[src/rtl/olrs_pkg.sv]
// Package for the opening log-return share block: widths, defaults and the
// controller state type. Used by opening_log_return_share; depends on nothing.
package olrs_pkg;

	// Fixed field widths
	localparam int PRICE_W    = 32;
	localparam int RATIO_W    = 32;
	localparam int RATIO_FRAC = 16;
	localparam int LOG_INT_W  = 5;

	// Defaults for the top-level parameters
	localparam int OPENING_RETURNS_DEF = 6;
	localparam int LOG_FRAC_BITS_DEF   = 16;

	// Controller states
	typedef enum logic [2:0] {
		ST_IDLE,
		ST_NORM,
		ST_LOG,
		ST_ACC,
		ST_PREP,
		ST_DIV,
		ST_FIN
	} olrs_state_t;

endpackage

[src/rtl/opening_log_return_share.sv]
// Top level of the opening log-return share block: normaliser, squaring log2,
// accumulator and bit-serial divider. Depends on olrs_pkg.
//
// Usage: price samples of one series enter on the s_ channel, s_tlast marking
// the final sample. A price of zero counts as missing. For each sample the block
// forms log2(price) in fixed point, sums the log differences of the first
// OPENING_RETURNS adjacent pairs, and on the final sample sends one item on the
// m_ channel: the sum scaled by 2^16 and divided by L(last) - L(first),
// truncated toward zero and saturated to signed 32 bits. m_tuser[0] low means
// the ratio has no defined value and the data is zero.
// Timing: one sample is taken at a time. A present sample is accepted, then
// normalised a nibble or a bit at a time, squared once per fraction bit (one
// 32x32 multiply per cycle) and accumulated. A missing sample goes straight
// from acceptance to accumulation. The final sample adds a setup step, then,
// when the ratio is defined, a restoring division with one quotient bit per
// numerator bit (41 at the defaults), and the load of the output register.
// Reset: the series state returns to the start of a new series and no result
// is pending. Stall: the result waits in the output register; the next samples
// are still taken, and only a further result waits until the pending one goes.
module opening_log_return_share #(
	parameter int OPENING_RETURNS = olrs_pkg::OPENING_RETURNS_DEF,
	parameter int LOG_FRAC_BITS   = olrs_pkg::LOG_FRAC_BITS_DEF
) (
	input  logic                         clk,
	input  logic                         arst_n,
	// input items
	input  logic                         s_tvalid,
	output logic                         s_tready,
	input  logic [olrs_pkg::PRICE_W-1:0] s_tdata,   // [31:0] price
	input  logic                         s_tlast,   // last sample of the series
	// result items
	output logic                         m_tvalid,
	input  logic                         m_tready,
	output logic [olrs_pkg::RATIO_W-1:0] m_tdata,   // [31:0] ratio (signed)
	output logic [0:0]                   m_tuser    // [0] valid_res
);
	import olrs_pkg::*;

	localparam int LOG_W   = LOG_INT_W + LOG_FRAC_BITS;
	localparam int PC_W    = $clog2(OPENING_RETURNS + 1);
	localparam int SUM_W   = LOG_W + PC_W + 1;
	localparam int NUM_W   = SUM_W + RATIO_FRAC;
	localparam int Q_W     = (NUM_W > RATIO_W) ? NUM_W : RATIO_W + 1;
	localparam int LCNT_W  = $clog2(LOG_FRAC_BITS);
	localparam int DCNT_W  = $clog2(NUM_W);
	localparam int NIB     = 4;

	localparam logic [Q_W-1:0] MAX_POS_Q = Q_W'({1'b0, {(RATIO_W-1){1'b1}}});
	localparam logic [Q_W-1:0] MAX_NEG_Q = Q_W'({1'b1, {(RATIO_W-1){1'b0}}});

	// controller
	olrs_state_t state_q, state_d;

	// per-sample datapath
	logic [PRICE_W-1:0]       x_q;
	logic [LOG_INT_W-1:0]     pos_q;
	logic [LOG_FRAC_BITS-1:0] frac_q;
	logic [LCNT_W-1:0]        lcnt_q;
	logic                     present_q;
	logic                     last_q;

	// series state
	logic                     at_start_q;
	logic [LOG_W-1:0]         first_log_q;
	logic                     first_present_q;
	logic [LOG_W-1:0]         prev_log_q;
	logic                     prev_present_q;
	logic [PC_W-1:0]          pair_cnt_q;
	logic signed [SUM_W-1:0]  sum_q;

	// divider
	logic signed [LOG_W:0]    den_q;
	logic                     res_valid_q;
	logic                     neg_q;
	logic [NUM_W-1:0]         n_q;
	logic [LOG_W-1:0]         d_q;
	logic [LOG_W-1:0]         rem_q;
	logic [DCNT_W-1:0]        dcnt_q;

	// output register
	logic                     m_tvalid_q;
	logic [RATIO_W-1:0]       ratio_q;
	logic                     valid_res_q;

	// combinational helpers
	logic [2*PRICE_W-1:0]     prod;
	logic [PRICE_W:0]         sq;
	logic [LOG_W-1:0]         lg;
	logic [LOG_W-1:0]         first_eff;
	logic signed [SUM_W-1:0]  diff_ext;
	logic [SUM_W-1:0]         sum_abs;
	logic [LOG_W:0]           den_abs;
	logic [LOG_W:0]           rem_sh;
	logic [LOG_W:0]           rem_sub;
	logic                     qbit;
	logic [Q_W-1:0]           q_ext;
	logic [RATIO_W-1:0]       ratio_d;
	logic                     accept_in;
	logic                     out_free;

	assign accept_in = s_tvalid && (state_q == ST_IDLE);
	assign out_free  = !m_tvalid_q || m_tready;

	// squaring step: x in [1,2) as Q1.31, square and renormalise
	assign prod = x_q * x_q;
	assign sq   = prod[2*PRICE_W-1:PRICE_W-1];

	// log of the current sample and the first log of the series
	assign lg        = present_q ? {pos_q, frac_q} : '0;
	assign first_eff = at_start_q ? lg : first_log_q;
	assign diff_ext  = SUM_W'($signed({1'b0, lg})) - SUM_W'($signed({1'b0, prev_log_q}));

	// magnitudes for the divider
	assign sum_abs = sum_q[SUM_W-1] ? SUM_W'(-sum_q) : SUM_W'(sum_q);
	assign den_abs = den_q[LOG_W] ? (LOG_W+1)'(-den_q) : (LOG_W+1)'(den_q);

	// restoring division step, one quotient bit per cycle
	assign rem_sh  = {rem_q, n_q[NUM_W-1]};
	assign qbit    = rem_sh >= {1'b0, d_q};
	assign rem_sub = rem_sh - {1'b0, d_q};

	// sign and saturation of the quotient
	always_comb begin
		q_ext = Q_W'(n_q);
		if (!res_valid_q) begin
			ratio_d = '0;
		end else if (neg_q) begin
			ratio_d = (q_ext > MAX_NEG_Q) ? MAX_NEG_Q[RATIO_W-1:0] : RATIO_W'(-q_ext[RATIO_W-1:0]);
		end else begin
			ratio_d = (q_ext > MAX_POS_Q) ? MAX_POS_Q[RATIO_W-1:0] : q_ext[RATIO_W-1:0];
		end
	end

	// state register
	always_ff @(posedge clk or negedge arst_n) begin
		if (!arst_n) begin
			state_q <= ST_IDLE;
		end else begin
			state_q <= state_d;
		end
	end

	// next state
	always_comb begin
		state_d = state_q;
		case (state_q)
			ST_IDLE: begin
				if (s_tvalid) state_d = (|s_tdata) ? ST_NORM : ST_ACC;
			end
			ST_NORM: begin
				if (x_q[PRICE_W-1]) state_d = ST_LOG;
			end
			ST_LOG: begin
				if (lcnt_q == '0) state_d = ST_ACC;
			end
			ST_ACC: begin
				state_d = last_q ? ST_PREP : ST_IDLE;
			end
			ST_PREP: begin
				state_d = res_valid_q ? ST_DIV : ST_FIN;
			end
			ST_DIV: begin
				if (dcnt_q == '0) state_d = ST_FIN;
			end
			ST_FIN: begin
				if (out_free) state_d = ST_IDLE;
			end
			default: state_d = ST_IDLE;
		endcase
	end

	// series state and output valid
	always_ff @(posedge clk or negedge arst_n) begin
		if (!arst_n) begin
			at_start_q      <= 1'b1;
			first_log_q     <= '0;
			first_present_q <= 1'b0;
			prev_log_q      <= '0;
			prev_present_q  <= 1'b0;
			pair_cnt_q      <= '0;
			sum_q           <= '0;
			m_tvalid_q      <= 1'b0;
		end else begin
			if (m_tvalid_q && m_tready) m_tvalid_q <= 1'b0;
			case (state_q)
				ST_ACC: begin
					if (at_start_q) begin
						first_log_q     <= lg;
						first_present_q <= present_q;
						at_start_q      <= 1'b0;
					end else if (pair_cnt_q < PC_W'(OPENING_RETURNS)) begin
						pair_cnt_q <= pair_cnt_q + 1'b1;
						if (prev_present_q && present_q) sum_q <= sum_q + diff_ext;
					end
					prev_log_q     <= lg;
					prev_present_q <= present_q;
				end
				ST_PREP: begin
					// series done: back to the start state
					at_start_q      <= 1'b1;
					first_log_q     <= '0;
					first_present_q <= 1'b0;
					prev_log_q      <= '0;
					prev_present_q  <= 1'b0;
					pair_cnt_q      <= '0;
					sum_q           <= '0;
				end
				ST_FIN: begin
					if (out_free) m_tvalid_q <= 1'b1;
				end
				default: ;
			endcase
		end
	end

	// datapath registers
	always_ff @(posedge clk) begin
		case (state_q)
			ST_IDLE: begin
				if (accept_in) begin
					x_q       <= s_tdata;
					pos_q     <= LOG_INT_W'(PRICE_W - 1);
					frac_q    <= '0;
					present_q <= |s_tdata;
					last_q    <= s_tlast;
				end
			end
			ST_NORM: begin
				// leading-one search: a nibble at a time, then single bits
				if (x_q[PRICE_W-1]) begin
					lcnt_q <= LCNT_W'(LOG_FRAC_BITS - 1);
				end else if (x_q[PRICE_W-1 -: NIB] == '0) begin
					x_q   <= x_q << NIB;
					pos_q <= pos_q - LOG_INT_W'(NIB);
				end else begin
					x_q   <= x_q << 1;
					pos_q <= pos_q - 1'b1;
				end
			end
			ST_LOG: begin
				frac_q <= {frac_q[LOG_FRAC_BITS-2:0], sq[PRICE_W]};
				x_q    <= sq[PRICE_W] ? sq[PRICE_W:1] : sq[PRICE_W-1:0];
				lcnt_q <= lcnt_q - 1'b1;
			end
			ST_ACC: begin
				if (last_q) begin
					den_q       <= $signed({1'b0, lg}) - $signed({1'b0, first_eff});
					res_valid_q <= (at_start_q ? present_q : first_present_q) && present_q
						&& (lg != first_eff);
				end
			end
			ST_PREP: begin
				n_q    <= {sum_abs, {RATIO_FRAC{1'b0}}};
				d_q    <= den_abs[LOG_W-1:0];
				neg_q  <= sum_q[SUM_W-1] ^ den_q[LOG_W];
				rem_q  <= '0;
				dcnt_q <= DCNT_W'(NUM_W - 1);
			end
			ST_DIV: begin
				rem_q  <= qbit ? rem_sub[LOG_W-1:0] : rem_sh[LOG_W-1:0];
				n_q    <= {n_q[NUM_W-2:0], qbit};
				dcnt_q <= dcnt_q - 1'b1;
			end
			ST_FIN: begin
				if (out_free) begin
					ratio_q     <= ratio_d;
					valid_res_q <= res_valid_q;
				end
			end
			default: ;
		endcase
	end

	assign s_tready   = (state_q == ST_IDLE);
	assign m_tvalid   = m_tvalid_q;
	assign m_tdata    = ratio_q;
	assign m_tuser[0] = valid_res_q;

	// checks
	a_invalid_zero: assert property (@(posedge clk) disable iff (!arst_n)
		m_tvalid && !m_tuser[0] |-> m_tdata == '0)
		else $error("result without valid_res carries a nonzero ratio");

	a_mant_norm: assert property (@(posedge clk) disable iff (!arst_n)
		state_q == ST_LOG |-> x_q[PRICE_W-1])
		else $error("mantissa not normalised during squaring");

	a_div_nonzero: assert property (@(posedge clk) disable iff (!arst_n)
		state_q == ST_DIV |-> d_q != '0)
		else $error("divider running with zero divisor");

	a_pair_bound: assert property (@(posedge clk) disable iff (!arst_n)
		pair_cnt_q <= PC_W'(OPENING_RETURNS))
		else $error("pair count beyond the opening window");

endmodule

[config.mk]
export PLATFORM = sky130hd
export DESIGN_NAME = opening_log_return_share
export DESIGN_NICKNAME = d
export VERILOG_FILES = /design/src/rtl/olrs_pkg.sv /design/src/rtl/opening_log_return_share.sv
export SDC_FILE = /design/constraint.sdc
export NUM_CORES = 2
export LEC_CHECK = 0
export ABC_AREA = 1
export BUFFER_PORTS_ARGS = -buffer_cell sky130_fd_sc_hd__buf_2
export CAP_MARGIN = 20
export CORE_ASPECT_RATIO = 1.75
export CORE_MARGIN = 2
export CORE_UTILIZATION = 45
export CTS_CLUSTER_DIAMETER = 50
export DETAILED_ROUTE_END_ITERATION = 8
export GPL_ROUTABILITY_DRIVEN = 1
export SLEW_MARGIN = 20
export SYNTH_ARGS = -nofsm -noshare
export SYNTH_HDL_FRONTEND = slang
export SYNTH_SLANG_ARGS = --single-unit
[constraint.sdc]
create_clock -name clk -period 8.2 [get_ports clk]
set_input_delay 0.82 -clock clk [delete_from_list [all_inputs] [get_ports clk]]
set_output_delay 0.82 -clock clk [all_outputs]
set_load 0.005 [all_outputs]
==> flow_metrics.py <==
metrics = {
    "run_status": {
        "status": "finished, final reports clean",
    },
    "synth": {
        "synth_cell_types": 59,
        "synth_most_common_cell": "inv_1",
        "syn_inst": 6395,
        "synth.top_cell.area_share": 0.317,
        "syn_area_per_cell_um2": 7.85,
        "synth_ff_type": "edfxtp_1",
        "syn_area_um2": 50200,
        "synthArstFlopShare": 0.273,
        "yosys_register_bits": 282,
        "synth_nets": 7622,
        "ys_top_cells_by_count": "inv_1, nand2_1, fa_1, ha_1, nor2_1",
        "ys_warn_count": 0,
        "seq_area_frac_synth": 0.161,
        "yosys-top-cells-area": "fa_1, inv_1, edfxtp_1",
        "synth-edff-count": 205,
        "synth_largest_area_cell": "fa_1",
    },
    "clock_tree": {
        "cts_buffer_depth": 3,
        "cts_tree": "yes",
        "htreeDepth": 2,
        "cts_sinks": 282,
        "clockRootBuffer": "clkbuf_16",
        "cts_hold_buffers": 0,
        "clk_latency_ps": 590,
        "cts_buffers": 35,
        "clk_pin_slew_worst_paths_ps": 60,
    },
    "finish": {
        "nNetsFinal": 7663,
        "final_layout_size_suffix_gt1_frac": 0.0489,
        "syn2layout_area_growth_pct": 7.67,
        "fill_cells": 11100,
        "postLayoutCellArea_um2": 54000,
    },
    "critical_path": {
        "cp-end-kind": "register",
        "worst-path-buf-inv": 7,
        "worst-endpoint-required_ps": 8520,
        "reg2regPathDepth": 27,
        "criticalPathCategory": "register to register",
        "cp_num_cells": 27,
        "critPathTopFamily": "adder cells",
        "r2r_end": "x_q[29]$_DFFE_PP_",
        "cpPeakStageDelay_ps": 820,
        "slowest_stage": "edfxtp_1",
        "timing.rr.start": "x_q[7]$_DFFE_PP_",
        "r2r_slack_ps": 330,
        "cp_common_cell": "fa_1",
        "cp.arrival_ps": 8190,
        "critPathMaxFanout": 8,
        "start_kind": "register",
    },
    "routing": {
        "dr_wl_met3_um": 5410,
        "viasPerCell": 5.17,
        "wl_met1_um": 49400,
        "topRoutingLayerUsed": "met4",
        "dr.first_iter.drc_count": 2160,
        "ant_nets": 0,
        "wl_met2_um": 89100,
        "wl_per_cell_um": 20.0,
        "wirelength_um": 159000,
        "detailroute.via_count": 41100,
        "detail_route.first_pass.iterations": 6,
        "drcViolationCount": 0,
    },
    "timing": {
        "finalHoldViolations": 0,
        "setup-tns-final_ps": 0,
        "rsz0062_at_grt": "no",
        "period_needed_ps": 7870,
        "slew_headroom": 0.263,
        "max_freq_mhz": 127,
        "fin_skew_ps": 28.1,
        "setup_viol": 0,
        "worst_pin_slew_ps": 1100,
        "slew_viol_final": 0,
        "finalCritPeriodShare": 0.960,
    },
    "global_routing": {
        "grt_pass1_vias": 44300,
        "grt_antenna_before_repair": 2,
        "grt_max_degree": 70,
        "grt_pass1_wl_um": 245000,
        "grt_overflow": 0,
        "grtUsageTotal": 0.282,
    },
    "floorplan": {
        "core_um2": 111000,
        "die_h_um": 446,
        "dieWidth_um": 256,
        "io_pins": 72,
        "start_util": 0.452,
        "rows": 162,
        "die_area_um2": 114000,
    },
    "run": {
        "maxCapViolCount": 0,
    },
    "place": {
        "place_hpwl_um": 134000,
        "io_buffers": 71,
        "gp_congestion": 1.01,
        "post_dp_cell_area_um2": 52600,
    },
    "hold_path": {
        "hold_path_class": "input pin to asynchronous set/reset pin",
    },
}
-- worst max-delay path by stage --
stage                startpoint                end  slack (ps)
2_1_floorplan  x_q[5]$_DFFE_PP_  x_q[27]$_DFFE_PP_        1050
4_1_cts        x_q[6]$_DFFE_PP_  x_q[22]$_DFFE_PP_         260
5_1_grt        x_q[7]$_DFFE_PP_  x_q[22]$_DFFE_PP_          10
3_5_place_dp   x_q[6]$_DFFE_PP_   x_q[3]$_DFFE_PP_         280
6_report       x_q[7]$_DFFE_PP_  x_q[29]$_DFFE_PP_         330
3_3_place_gp   x_q[6]$_DFFE_PP_   x_q[3]$_DFFE_PP_         340
-- flip-flops by register name, summed over array words and instances (netlist names), 3 cells and up --
register	cells
rem_q	21
pair_cnt_q	3
first_log_q	21
x_q	32
den_q	22
prev_log_q	21
d_q	21
dcnt_q	6
sum_q	25
state_q	3
n_q	41
lcnt_q	4
m_tdata	32
frac_q	16
pos_q	5
-- logic make-up (layout without fill, tap and decap cells) --
logic type,count (synthesis),in the layout,synth area share
other cells,0,2,0
buf+inv,1956,2023,0.147
fa+ha+maj,1190,1190,0.416
compound gates,557,557,0.0641
flops,282,282,0.161
simple gates,2247,2247,0.183
xor+xnor,163,163,0.0284
-- final cells by class --
class	instances	area [um^2]	share of cell area
clock buffers	36	890	0.0165
multi-input cells	4157	34800	0.643
repair buffers	189	1470	0.0272
clock inverters	27	333	0.00616
flip-flops and latches	282	8080	0.150
diodes	2	5.00	0.0000926
well taps	1476	1850	0.0342
inverters	1771	6650	0.123
-- layer usage --
layer | vias to the layer above | track usage
met3 | 546 | 0.0229
met2 | 1225 | 0.566
met1 | 20100 | 0.259
met5 | - | 0
li1 | 19200 | -
met4 | 0 | 0.214
-- worst reg2reg max path: cells and delay by family (launching register included) --
kind | cells | cell delay, ps
adders and majority gates | 9 | 4470
and+or+nand+nor | 11 | 1670
DFF | 1 | 820
buffers and inverters | 7 | 650
-- repair_timing --
action / in CTS / in global routing
gates resized for setup: 0 / 1
setup buffers: 0 / 13
setup endpoints to repair: 0 / 31
endpoints found under the hold margin: 0 / 0
-- per-stage QoR --
stage,setup WS [ps],hold slack [ps],util,std cells
floorplan,1050,451,-,6395
global placement,344,482,0.474,7859
detailed placement,284,497,0.474,7860
CTS,255,217,0.485,7923
global route,10.4,254,0.487,7938
finish,327,210,0.487,7940
-- layout by cell type (no fill, tap or decap), types with 76 or more instances in the layout --
master and n:
o21ai_0 167, nor2_1 305, a21oi_1 196, edfxtp_1 205, dfrtp_1 76, nand2_1 1522
xor2_1 112, inv_1 1759, fa_1 795, nand3_1 234, ha_1 395, buf_4 101
Power is not shown: default switching activity piles up to over one toggle a cycle in this logic, so the estimate is an artifact.
